[config.mk]
export PLATFORM = sky130hd
export DESIGN_NAME = midi_file_stream_parser_core
export DESIGN_NICKNAME = d
export VERILOG_FILES = /design/src/mfsp_pkg.sv /design/src/midi_file_stream_parser_core.sv /design/src/mfsp_parser.sv
export SDC_FILE = /design/constraint.sdc
export NUM_CORES = 1
export LEC_CHECK = 0
export ABC_AREA = 1
export BUFFER_PORTS_ARGS = -buffer_cell sky130_fd_sc_hd__clkbuf_2
export CORE_UTILIZATION = 45
export CTS_CLUSTER_DIAMETER = 120
export DETAILED_ROUTE_END_ITERATION = 12
export RECOVER_POWER = 25
export SLEW_MARGIN = 20
export SYNTH_ARGS = -nofsm -noshare
export SYNTH_HDL_FRONTEND = slang
export SYNTH_HIERARCHICAL = 1
export SYNTH_SLANG_ARGS = --single-unit
[constraint.sdc]
create_clock -name clock -period 8.5 [get_ports clock]
set_input_delay 1.7 -clock clock [delete_from_list [all_inputs] [get_ports clock]]
set_output_delay 1.7 -clock clock [all_outputs]
set_load 0.03 [all_outputs]
[src/mfsp_pkg.sv]
// Shared types, codes and helper functions of the MIDI file stream parser.
`timescale 1ns / 1ps
`default_nettype none

package mfsp_pkg;

   typedef enum logic [11:0] {
      PH_HDR_TAG   = 12'b0000_0000_0001,
      PH_HDR_LEN   = 12'b0000_0000_0010,
      PH_HDR_BODY  = 12'b0000_0000_0100,
      PH_TRK_TAG   = 12'b0000_0000_1000,
      PH_TRK_LEN   = 12'b0000_0001_0000,
      PH_DELTA     = 12'b0000_0010_0000,
      PH_STATUS    = 12'b0000_0100_0000,
      PH_DATA1     = 12'b0000_1000_0000,
      PH_DATA2     = 12'b0001_0000_0000,
      PH_META_TYPE = 12'b0010_0000_0000,
      PH_EV_LEN    = 12'b0100_0000_0000,
      PH_PAYLOAD   = 12'b1000_0000_0000
   } phase_type;

   localparam logic [2:0] KIND_HEADER      = 3'd0;
   localparam logic [2:0] KIND_TRACK_START = 3'd1;
   localparam logic [2:0] KIND_SHORT       = 3'd2;
   localparam logic [2:0] KIND_SYSEX_START = 3'd3;
   localparam logic [2:0] KIND_META_START  = 3'd4;
   localparam logic [2:0] KIND_PAYLOAD     = 3'd5;
   localparam logic [2:0] KIND_ERROR       = 3'd6;

   localparam logic [2:0] ERR_NONE        = 3'd0;
   localparam logic [2:0] ERR_BAD_MTHD    = 3'd1;
   localparam logic [2:0] ERR_HDR_LENGTH  = 3'd2;
   localparam logic [2:0] ERR_BAD_FORMAT  = 3'd3;
   localparam logic [2:0] ERR_BAD_MTRK    = 3'd4;

   localparam logic [7:0] STATUS_SYSEX      = 8'hF0;
   localparam logic [7:0] STATUS_SYSEX_CONT = 8'hF7;
   localparam logic [7:0] STATUS_META       = 8'hFF;
   localparam logic [7:0] STATUS_RESET_RUN  = 8'h80;
   localparam logic [7:0] META_END_OF_TRACK = 8'h2F;
   localparam logic [7:0] HDR_LENGTH        = 8'd6;
   localparam logic [7:0] MAX_FORMAT        = 8'd2;

   typedef struct packed {
      logic [2:0]  record_kind;
      logic [31:0] delta_ticks;
      logic [7:0]  status_byte;
      logic [7:0]  data_first;
      logic [7:0]  data_second;
      logic [7:0]  meta_kind;
      logic [31:0] payload_length;
      logic        last_of_payload;
      logic        uses_quarter_ticks;
      logic [14:0] ticks_per_unit;
      logic [6:0]  frames_per_second;
      logic [2:0]  error_code;
   } record_type;

   typedef struct packed {
      logic      error_latched;
      phase_type phase;
   } parse_status_type;

   // Expected bytes of the "MThd" tag.
   function automatic logic [7:0] hdr_tag_byte(input logic [1:0] idx);
      logic [7:0] tag;
      case (idx)
         2'd0: tag = 8'h4D;
         2'd1: tag = 8'h54;
         2'd2: tag = 8'h68;
         default: tag = 8'h64;
      endcase
      return tag;
   endfunction

   // Expected bytes of the "MTrk" tag.
   function automatic logic [7:0] trk_tag_byte(input logic [1:0] idx);
      logic [7:0] tag;
      case (idx)
         2'd0: tag = 8'h4D;
         2'd1: tag = 8'h54;
         2'd2: tag = 8'h72;
         default: tag = 8'h6B;
      endcase
      return tag;
   endfunction

   // Number of data bytes that follow a status byte.
   function automatic logic [1:0] data_count(input logic [7:0] status);
      logic [1:0] count;
      if (status[7:4] == 4'hC || status[7:4] == 4'hD) begin
         count = 2'd1;
      end else if (status[7:4] != 4'hF) begin
         count = 2'd2;
      end else if (status == 8'hF1 || status == 8'hF3) begin
         count = 2'd1;
      end else if (status == 8'hF2) begin
         count = 2'd2;
      end else begin
         count = 2'd0;
      end
      return count;
   endfunction

endpackage

`default_nettype wire

[src/midi_file_stream_parser_core.sv]
// Top level of the MIDI file stream parser: input register, parser and result register.
// A byte accepted into the input register is parsed into the result register once that register can take it.
// Throughput: one byte per cycle while the result register is not stalled; the parse state machine sets this rate.
// Each byte yields zero or one record; the result register frees itself as it drains.
// Reset is synchronous and active high; it returns the parser to the file header tag.
// All state is in flip-flops, so the block is ready on the cycle after reset.
`timescale 1ns / 1ps
`default_nettype none

module midi_file_stream_parser_core
   import mfsp_pkg::*;
(
   input  wire logic        clock,
   input  wire logic        reset,
   input  wire logic        req_valid,
   output logic             req_stall,
   input  wire logic [7:0]  req_file_byte,
   output logic             rsp_valid,
   input  wire logic        rsp_stall,
   output logic [2:0]       rsp_record_kind,
   output logic [31:0]      rsp_delta_ticks,
   output logic [7:0]       rsp_status_byte,
   output logic [7:0]       rsp_data_first,
   output logic [7:0]       rsp_data_second,
   output logic [7:0]       rsp_meta_kind,
   output logic [31:0]      rsp_payload_length,
   output logic             rsp_last_of_payload,
   output logic             rsp_uses_quarter_ticks,
   output logic [14:0]      rsp_ticks_per_unit,
   output logic [6:0]       rsp_frames_per_second,
   output logic [2:0]       rsp_error_code
);

   logic             byte_valid_ff;
   logic [7:0]       byte_ff;
   logic             rsp_valid_ff;
   record_type       rsp_rec_ff;
   logic             advance;
   logic             emit;
   record_type       record;
   parse_status_type status;

   // The held byte is parsed once the result register can take its record.
   assign advance   = byte_valid_ff && (!rsp_valid_ff || !rsp_stall);
   assign req_stall = byte_valid_ff && !advance;

   always_ff @(posedge clock) begin
      if (reset) begin
         byte_valid_ff <= 1'b0;
      end else if (req_valid && !req_stall) begin
         byte_valid_ff <= 1'b1;
      end else if (advance) begin
         byte_valid_ff <= 1'b0;
      end
   end

   always_ff @(posedge clock) begin
      if (req_valid && !req_stall) begin
         byte_ff <= req_file_byte;
      end
   end

   mfsp_parser u_parser (
      .clock     (clock),
      .reset     (reset),
      .step      (advance),
      .file_byte (byte_ff),
      .emit      (emit),
      .record    (record),
      .status    (status)
   );

   always_ff @(posedge clock) begin
      if (reset) begin
         rsp_valid_ff <= 1'b0;
      end else if (advance) begin
         rsp_valid_ff <= emit;
      end else if (rsp_valid_ff && !rsp_stall) begin
         rsp_valid_ff <= 1'b0;
      end
   end

   always_ff @(posedge clock) begin
      if (advance && emit) begin
         rsp_rec_ff <= record;
      end
   end

   assign rsp_valid              = rsp_valid_ff;
   assign rsp_record_kind        = rsp_rec_ff.record_kind;
   assign rsp_delta_ticks        = rsp_rec_ff.delta_ticks;
   assign rsp_status_byte        = rsp_rec_ff.status_byte;
   assign rsp_data_first         = rsp_rec_ff.data_first;
   assign rsp_data_second        = rsp_rec_ff.data_second;
   assign rsp_meta_kind          = rsp_rec_ff.meta_kind;
   assign rsp_payload_length     = rsp_rec_ff.payload_length;
   assign rsp_last_of_payload    = rsp_rec_ff.last_of_payload;
   assign rsp_uses_quarter_ticks = rsp_rec_ff.uses_quarter_ticks;
   assign rsp_ticks_per_unit     = rsp_rec_ff.ticks_per_unit;
   assign rsp_frames_per_second  = rsp_rec_ff.frames_per_second;
   assign rsp_error_code         = rsp_rec_ff.error_code;

   // Once an error is latched and its record has drained, no transaction follows.
   a_silent_after_error: assert property (@(posedge clock) disable iff (reset)
      status.error_latched && !rsp_valid_ff |=> !rsp_valid_ff)
      else $error("record produced after a latched error");

   // An error code appears exactly on error records.
   a_error_code_kind: assert property (@(posedge clock) disable iff (reset)
      rsp_valid_ff |-> ((rsp_rec_ff.record_kind == KIND_ERROR) ==
                        (rsp_rec_ff.error_code != ERR_NONE)))
      else $error("error code does not match record kind");

   // The last-of-payload flag is only set on payload byte records.
   a_last_on_payload: assert property (@(posedge clock) disable iff (reset)
      rsp_valid_ff && rsp_rec_ff.last_of_payload |->
         rsp_rec_ff.record_kind == KIND_PAYLOAD)
      else $error("last_of_payload set on a non-payload record");

   // A new error record always leaves the parser in the latched error condition.
   a_error_latches: assert property (@(posedge clock) disable iff (reset)
      advance && emit && record.record_kind == KIND_ERROR |=> status.error_latched)
      else $error("error record without latched error");

endmodule

`default_nettype wire

[src/mfsp_parser.sv]
// Byte-level parse state machine that turns one file byte into at most one record.
`timescale 1ns / 1ps
`default_nettype none

module mfsp_parser
   import mfsp_pkg::*;
(
   input  wire logic             clock,
   input  wire logic             reset,
   input  wire logic             step,
   input  wire logic [7:0]       file_byte,
   output logic                  emit,
   output record_type            record,
   output parse_status_type      status
);

   phase_type   phase_ff, phase_in;
   logic [2:0]  count_ff, count_in;
   logic [31:0] acc_ff, acc_in;
   logic [31:0] delta_ff, delta_in;
   logic [7:0]  running_ff, running_in;
   logic [7:0]  held_data_ff, held_data_in;
   logic [7:0]  meta_ff, meta_in;
   logic [31:0] remain_ff, remain_in;
   logic [7:0]  format_ff, format_in;
   logic [15:0] tracks_ff, tracks_in;
   logic        error_ff, error_in;
   logic [7:0]  cur_status_ff, cur_status_in;

   logic [31:0] acc_byte;
   logic [31:0] acc_vlq;
   logic [15:0] division;
   logic [31:0] remain_dec;
   logic        end_of_track;
   logic [2:0]  count_inc;

   assign acc_byte     = {acc_ff[23:0], file_byte};
   assign acc_vlq      = {acc_ff[24:0], file_byte[6:0]};
   assign division     = {acc_ff[7:0], file_byte};
   assign remain_dec   = remain_ff - 32'd1;
   assign end_of_track = (held_data_ff == STATUS_META) && (meta_ff == META_END_OF_TRACK);
   assign count_inc    = count_ff + 3'd1;

   always_comb begin
      phase_in      = phase_ff;
      count_in      = count_ff;
      acc_in        = acc_ff;
      delta_in      = delta_ff;
      running_in    = running_ff;
      held_data_in  = held_data_ff;
      meta_in       = meta_ff;
      remain_in     = remain_ff;
      format_in     = format_ff;
      tracks_in     = tracks_ff;
      error_in      = error_ff;
      cur_status_in = cur_status_ff;
      emit          = 1'b0;
      record        = '0;

      if (!error_ff) begin
         case (phase_ff)
            PH_HDR_TAG: begin
               if (file_byte != hdr_tag_byte(count_ff[1:0])) begin
                  error_in           = 1'b1;
                  emit               = 1'b1;
                  record.record_kind = KIND_ERROR;
                  record.error_code  = ERR_BAD_MTHD;
               end else if (count_ff == 3'd3) begin
                  count_in = '0;
                  acc_in   = '0;
                  phase_in = PH_HDR_LEN;
               end else begin
                  count_in = count_inc;
               end
            end
            PH_HDR_LEN: begin
               acc_in   = acc_byte;
               count_in = count_inc;
               if (count_ff == 3'd3) begin
                  if (acc_byte != {24'd0, HDR_LENGTH}) begin
                     error_in           = 1'b1;
                     emit               = 1'b1;
                     record.record_kind = KIND_ERROR;
                     record.error_code  = ERR_HDR_LENGTH;
                  end else begin
                     count_in = '0;
                     acc_in   = '0;
                     phase_in = PH_HDR_BODY;
                  end
               end
            end
            PH_HDR_BODY: begin
               count_in = count_inc;
               case (count_ff)
                  3'd0: format_in = file_byte;
                  3'd1: begin
                     format_in = file_byte;
                     if (format_ff != 8'd0 || file_byte > MAX_FORMAT) begin
                        error_in           = 1'b1;
                        emit               = 1'b1;
                        record.record_kind = KIND_ERROR;
                        record.error_code  = ERR_BAD_FORMAT;
                     end
                  end
                  3'd2, 3'd3: tracks_in = {tracks_ff[7:0], file_byte};
                  default: acc_in = {16'd0, division};
               endcase
               if (count_ff == 3'd5) begin
                  emit                  = 1'b1;
                  record.record_kind    = KIND_HEADER;
                  record.data_first     = format_ff;
                  record.payload_length = {16'd0, tracks_ff};
                  if (!division[15]) begin
                     record.uses_quarter_ticks = 1'b1;
                     record.ticks_per_unit     = division[14:0];
                  end else begin
                     record.ticks_per_unit    = {7'd0, division[7:0]};
                     record.frames_per_second = division[14:8];
                  end
                  count_in = '0;
                  acc_in   = '0;
                  phase_in = PH_TRK_TAG;
               end
            end
            PH_TRK_TAG: begin
               if (file_byte != trk_tag_byte(count_ff[1:0])) begin
                  error_in           = 1'b1;
                  emit               = 1'b1;
                  record.record_kind = KIND_ERROR;
                  record.error_code  = ERR_BAD_MTRK;
               end else if (count_ff == 3'd3) begin
                  count_in = '0;
                  acc_in   = '0;
                  phase_in = PH_TRK_LEN;
               end else begin
                  count_in = count_inc;
               end
            end
            PH_TRK_LEN: begin
               acc_in   = acc_byte;
               count_in = count_inc;
               if (count_ff == 3'd3) begin
                  emit                  = 1'b1;
                  record.record_kind    = KIND_TRACK_START;
                  record.payload_length = acc_byte;
                  count_in              = '0;
                  acc_in                = '0;
                  phase_in              = (acc_byte == 32'd0) ? PH_TRK_TAG : PH_DELTA;
               end
            end
            PH_DELTA: begin
               acc_in = acc_vlq;
               if (!file_byte[7]) begin
                  delta_in = acc_vlq;
                  acc_in   = '0;
                  phase_in = PH_STATUS;
               end
            end
            PH_STATUS: begin
               if (file_byte == STATUS_SYSEX || file_byte == STATUS_SYSEX_CONT) begin
                  held_data_in = file_byte;
                  meta_in      = '0;
                  acc_in       = '0;
                  phase_in     = PH_EV_LEN;
               end else if (file_byte == STATUS_META) begin
                  held_data_in = file_byte;
                  phase_in     = PH_META_TYPE;
               end else if (file_byte[7]) begin
                  cur_status_in = file_byte;
                  if (file_byte < STATUS_SYSEX) begin
                     running_in = file_byte;
                  end
                  if (data_count(file_byte) == 2'd0) begin
                     emit               = 1'b1;
                     record.record_kind = KIND_SHORT;
                     record.delta_ticks = delta_ff;
                     record.status_byte = file_byte;
                     phase_in           = PH_DELTA;
                     acc_in             = '0;
                  end else begin
                     phase_in = PH_DATA1;
                  end
               end else begin
                  cur_status_in = running_ff;
                  held_data_in  = file_byte;
                  if (data_count(running_ff) == 2'd1) begin
                     emit               = 1'b1;
                     record.record_kind = KIND_SHORT;
                     record.delta_ticks = delta_ff;
                     record.status_byte = running_ff;
                     record.data_first  = file_byte;
                     phase_in           = PH_DELTA;
                     acc_in             = '0;
                  end else begin
                     phase_in = PH_DATA2;
                  end
               end
            end
            PH_DATA1: begin
               held_data_in = file_byte;
               if (data_count(cur_status_ff) == 2'd1) begin
                  emit               = 1'b1;
                  record.record_kind = KIND_SHORT;
                  record.delta_ticks = delta_ff;
                  record.status_byte = cur_status_ff;
                  record.data_first  = file_byte;
                  phase_in           = PH_DELTA;
                  acc_in             = '0;
               end else begin
                  phase_in = PH_DATA2;
               end
            end
            PH_DATA2: begin
               emit               = 1'b1;
               record.record_kind = KIND_SHORT;
               record.delta_ticks = delta_ff;
               record.status_byte = cur_status_ff;
               record.data_first  = held_data_ff;
               record.data_second = file_byte;
               phase_in           = PH_DELTA;
               acc_in             = '0;
            end
            PH_META_TYPE: begin
               meta_in  = file_byte;
               acc_in   = '0;
               phase_in = PH_EV_LEN;
            end
            PH_EV_LEN: begin
               acc_in = acc_vlq;
               if (!file_byte[7]) begin
                  emit                  = 1'b1;
                  record.record_kind    = (held_data_ff == STATUS_META) ?
                                          KIND_META_START : KIND_SYSEX_START;
                  record.delta_ticks    = delta_ff;
                  record.status_byte    = held_data_ff;
                  record.meta_kind      = meta_ff;
                  record.payload_length = acc_vlq;
                  remain_in             = acc_vlq;
                  if (acc_vlq == 32'd0) begin
                     acc_in = '0;
                     if (end_of_track) begin
                        phase_in = PH_TRK_TAG;
                        count_in = '0;
                     end else begin
                        phase_in = PH_DELTA;
                     end
                  end else begin
                     phase_in = PH_PAYLOAD;
                  end
               end
            end
            PH_PAYLOAD: begin
               emit               = 1'b1;
               record.record_kind = KIND_PAYLOAD;
               record.delta_ticks = delta_ff;
               record.status_byte = held_data_ff;
               record.data_first  = file_byte;
               record.meta_kind   = meta_ff;
               remain_in          = remain_dec;
               if (remain_dec == 32'd0) begin
                  record.last_of_payload = 1'b1;
                  acc_in                 = '0;
                  if (end_of_track) begin
                     phase_in = PH_TRK_TAG;
                     count_in = '0;
                  end else begin
                     phase_in = PH_DELTA;
                  end
               end
            end
            default: begin
               phase_in = PH_HDR_TAG;
            end
         endcase
      end
   end

   always_ff @(posedge clock) begin
      if (reset) begin
         phase_ff      <= PH_HDR_TAG;
         count_ff      <= '0;
         acc_ff        <= '0;
         delta_ff      <= '0;
         running_ff    <= STATUS_RESET_RUN;
         held_data_ff  <= '0;
         meta_ff       <= '0;
         remain_ff     <= '0;
         format_ff     <= '0;
         tracks_ff     <= '0;
         error_ff      <= 1'b0;
         cur_status_ff <= '0;
      end else if (step) begin
         phase_ff      <= phase_in;
         count_ff      <= count_in;
         acc_ff        <= acc_in;
         delta_ff      <= delta_in;
         running_ff    <= running_in;
         held_data_ff  <= held_data_in;
         meta_ff       <= meta_in;
         remain_ff     <= remain_in;
         format_ff     <= format_in;
         tracks_ff     <= tracks_in;
         error_ff      <= error_in;
         cur_status_ff <= cur_status_in;
      end
   end

   assign status.error_latched = error_ff;
   assign status.phase         = phase_ff;

endmodule

`default_nettype wire
**After elaboration in Yosys (flattened, before gate mapping)**

Index checks and enable logic that the tools add are counted.
W data, S select, Z words.

- Logic and storage cells: 308
- Output and inout port bits: 128
- Bits of input ports: 12
- Bits in registers: 303

- Add/sub/neg operators: 2
- Order comparisons: 2
- Reduce and logical (&&, ||, !) cells: 54
- Multiplexer cells: 148
- Bitwise gates (word level): 9
- Equality and inequality tests: 65

Operator list:

| kind | number |
|---|---|
| $mux W32 | 20 |
| $pmux W32 S11 | 1 |
| $pmux W40 S5 | 1 |
| $mux W12 | 14 |
| $pmux W12 S12 | 1 |
| $mux W51 | 2 |
| $mux W50 | 2 |
| $logic_not A32 Y1 | 3 |
| $pmux W32 S3 | 1 |
| $mux W8 | 11 |
| $mux W43 | 2 |
| $eq A8 B8 Y1 const B | 10 |
| $pmux W32 S2 | 1 |
| $mux W3 | 21 |
| $mux W2 | 26 |
| $pmux W8 S2 | 3 |
| $mux W42 | 1 |
| $mux W40 | 1 |
| $pmux W8 S5 | 1 |
| $pmux W6 S3 | 2 |
| $ne A32 B3 Y1 const B | 1 |
| $sub A32 B1 Y32 const B | 1 |
| $pmux W3 S10 | 1 |
| $mux W9 | 3 |
| other kinds (57) | 150 |

**Logic depth before layout (Yosys ltp)**

- Depth in word-level cells: 18
- Depth in mapped cells: 19

**Modules after synthesis**

Netlist, hierarchy kept.

Modules (own cells, without submodules):

| module | area an instance (sq um) | times used | cells an instance | seq. area each (sq um) |
|---|---|---|---|---|
| mfsp_parser | 10562.6 | 1 | 1714 | 3203.1 |
| midi_file_stream_parser_core | 4129.0 | 1 | 149 | 4063.9 |

**Least setup slack after synthesis**

OpenSTA, ideal clock, no wires.

- Path type: register -> register
- From: register u_parser.count_ff[1]
- To: register rsp_rec_ff, in the netlist rsp_data_first[0] (enable)
- Required time: 7.885 ns
- Stages on the path, launching flop included: 14
- Data arrival time: 7.139 ns
- Clock period less this slack: 7.754 ns
- Path slack: 0.746 ns
- Cells stage by stage: dfxtp_1 -> inv_1 -> ha_1 -> o21ai_0 -> nand2_1 -> nand3_1 -> nor3_1 -> nor2_1 -> inv_1 -> nand2_1 -> inv_1 -> a41oi_1 -> nand2_1 -> nor2_1

- Cells in the longest elaborated chain, start to end: 9

Ends and longest elaborated chain:

| item | line | text |
|---|---|---|
| from (decl) | mfsp_parser.sv:18 | `logic [2:0] count_ff, count_in;` |
| from (signal assigned) | mfsp_parser.sv:294 | `count_ff <= count_in;` |
| $eq A2 B2 Y1 (tied with other cells) | mfsp_pkg.sv:67, mfsp_pkg.sv:79 |  |
| $pmux W6 S3, on equally long branches | mfsp_pkg.sv:79, mfsp_pkg.sv:67 |  |
| $mux W8 | mfsp_parser.sv:61 | `case (phase_ff)` |
| $mux W8 | mfsp_parser.sv:60 | `if (!error_ff) begin` |
| $ne A8 B8 Y1, on equally long branches | mfsp_parser.sv:126, mfsp_parser.sv:63 |  |
| $mux W1, on equally long branches | mfsp_parser.sv:126, mfsp_parser.sv:63 |  |
| $pmux W1 S9 (*) | mfsp_parser.sv:61 |  |
| $mux W1 (*) | mfsp_parser.sv:60 |  |
| net emit | midi_file_stream_parser_core.sv:39 | `logic emit;` |
| $logic_and A1 B1 Y1 (*) | midi_file_stream_parser_core.sv:84 | `if (advance && emit) begin` |
| to (signal assigned) | midi_file_stream_parser_core.sv:85 | `rsp_rec_ff <= record;` |
| to (decl) | midi_file_stream_parser_core.sv:37 | `record_type rsp_rec_ff;` |

The timed path passes the listed nets; every way through them passes the cells marked *. The select of a mux whose other input is x is not followed.
A chain may end at the register's enable or synchronous reset.

**Worst setup path after layout**

- From: register u_parser.phase_ff[6]
- To: register rsp_rec_ff, in the netlist rsp_payload_length[26] (enable)

- Cells in the longest elaborated chain, start to end: 5

Ends and longest elaborated chain:

| item | line | text |
|---|---|---|
| from (decl) | mfsp_parser.sv:17 | `phase_type phase_ff, phase_in;` |
| from (signal assigned) | mfsp_parser.sv:293 | `phase_ff <= phase_in;` |
| $eq A12 B9 Y1 or $eq A12 B12 Y1 (tied branches) | mfsp_parser.sv:61 |  |
| $reduce_or A2 Y1 (no source line) | - |  |
| $pmux W1 S9 (*) | mfsp_parser.sv:61 |  |
| $mux W1 (*) | mfsp_parser.sv:60 |  |
| net emit | midi_file_stream_parser_core.sv:39 |  |
| $logic_and A1 B1 Y1 (*) | midi_file_stream_parser_core.sv:84 |  |

The timed path passes the listed nets; every way through them passes the cells marked *.

==> results.cfg <==
[outcome]
status = complete, but fails checks
violations = capacitance limit, slew limit

[min_path]
worst_hold_path_type = register to register
holdCritStartpoint = u_parser/tracks_ff[1]

[worst_setup_path]
crit_path_max_incr_delay_ns = 0.94
startpoint = u_parser/phase_ff[6]
cp_top_family = simple AND/OR/NAND/NOR gates
crit_type = register to register
crit_path_max_fanout = 109
crit_arrival_ns = 5.37
crit_path_cell_trace = nor2_1 > nand2_1 > nor2_1 > nand2_1 > nor2_1 > clkinv_1 > clkbuf_1 > nand3_1 > a311oi_1 > a41oi_1 > nand2_1 > nor2_4 > buf_12
critPathLaunchType = register
r2r-start = u_parser/phase_ff[6]
critPathCaptureType = register
crit_required_ns = 8.68
cp_slowest_cell = nor2_1
cp.buffers_inverters = 3

[clock_network]
clkSlewWorstSetupHoldPaths_ns = 0.06
insertion_delay_ns = 0.55
clkSinkCount = 296
root_buffer = clkbuf_16
ctsHoldBuffers = 0
numCtsBuffers = 31
post_cts_buffers = 0
clockBufferDepth = 3
h-tree-depth = 1
cts_tree = yes
cts_resized = 0

[layout]
layout.cells.non_filler = 2411
area_growth_pct = 12.1
antennaDiodeCount = 0
final_common_cell = nand2_1
fin_nets = 1977
drive_gt1_share_pct = 9.67
n_fill_cell = 3117
final_core_util_pct = 51.7
multi_input_area_um2 = 6030
seq_area_um2 = 7270
final_cell_mix = 333 x nand2_1, 236 x nor2_1, 208 x inv_1

[detailed_routing]
detail-route-antenna-nets = 0
first_pass_iters = 5
wl_per_cell_um = 17.7
wirelength_um = 42700
drt_iter0_drc = 1223
dr_total_vias = 13200
drc = 0
via_per_inst = 5.47

[sta]
rsz0062_at_grt = false
finalSetupViolCount = 0
slew_headroom_pct = -65.8
finalSetupTns_ns = 0
post-route-period-util_pct = 61.0
slew_violations = 44
setup_ws_ns = 3.31
hold_viol = 0
fin_skew_ns = 0.00863
fmax_mhz = 193
worst_pin_slew_ns = 2.49
period_minus_slack_ns = 5.19

[pwr]
p_int_mw = 2.31
p_switching_uw = 694
power_frac_comb_pct = 4.8
irDropWorstVdd_mv = 0.149
p_leak_nw = 6.78
clkPwrFrac_pct = 44.1
switching_share_pct = 23.1
power_density_nw_per_um2 = 183
seqPwrFrac_pct = 51.0

[floorplan]
row_count = 65
initial_core_util_pct = 46.2
die_w_um = 183
die_area_um2 = 33400
die_h_um = 183
io_pins = 140
core_area_um2 = 31800

[place]
gp_congestion = 0.964
dp.cells = 2355
dpl.hpwl_um = 29300
preCtsSetupSlack_ns = 3.97
port_buffers = 139

[grt]
grt_first_pass_wirelength_um = 66700
track_usage_pct = 25.3
grt_pass1_vias = 12100
grt_util_met3_pct = 2.69
antenna_found_initial = 0
busiest_layer = met2
grt_max_degree = 121
met2_usage_pct = 39.3
grt_overflow = 0
use_met1_pct = 37.4

[synth]
synth.avg_cell_area_um2 = 7.89
syn_nets = 1886
syn_area_um2 = 14700
ys_warn_count = 6
syn_inst = 1862

[flow_run]
max_cap_viol_count = 1
==> routing by layer <==
| layer | wire (µm) | vias up |
|---|---|---|
| met5 | 0 | - |
| met2 | 18800 | 490 |
| met4 | 777 | 0 |
| li1 | - | 6398 |
| met1 | 20300 | 6246 |
| met3 | 2820 | 54 |
==> cell type report <==
| type | instances | share of cell area (%) |
|---|---|---|
| sequential | 296 | 44.2 |
| timing repair buffer | 153 | 4.31 |
| clock buffer | 45 | 5.35 |
| clock inverter | 11 | 0.654 |
| tap | 435 | 3.31 |
| inverter | 244 | 5.59 |
| multi-input combinational | 1227 | 36.6 |
==> stage by stage <==
| step | total power, mW | hold slack (ns) | instance area [µm²] |
|---|---|---|---|
| 3_3_place_gp | 1.71 | 0.437 | 15600 |
| 4_1_cts | 3.04 | 0.463 | 16600 |
| 3_5_place_dp | 1.71 | 0.444 | 15600 |
| 5_1_grt | 3.11 | 0.491 | 16500 |
| 6_report | 3.01 | 0.463 | 16500 |
| 2_1_floorplan | 1.67 | 0.424 | 14700 |
==> worst min-delay path, stage by stage (launching register included) <==
cell and delay [ns]:
dfxtp_1 0.32, inv_1 0.05, a21oi_1 0.05
==> registers in the layout (all words and copies together) (netlist names), 12 cells and up <==
name / count
u_parser/delta_ff: 32
u_parser/acc_ff: 25
u_parser/remain_ff: 32
u_parser/phase_ff: 12
rsp_ticks_per_unit: 15
u_parser/tracks_ff: 16
rsp_delta_ticks: 32
rsp_payload_length: 32
==> worst paths after layout <==
check	to	cells past startpoint	slack, ns
max	rsp_payload_length[26]	13	3.31
min	u_parser/tracks_ff[9]	2	0.46
max reg2reg	rsp_payload_length[26]	13	3.31
min reg2reg	u_parser/tracks_ff[9]	2	0.46
==> power groups by stage <==
stage	sequential, mW	combinational, mW	clock, mW
finish	1.53	0.145	1.33
global route	1.54	0.154	1.41
CTS	1.53	0.149	1.35
detailed placement	1.57	0.149	0
global placement	1.57	0.149	0
floorplan	1.61	0.0567	0
No activity file was read; power rests on OpenSTA's default activity.
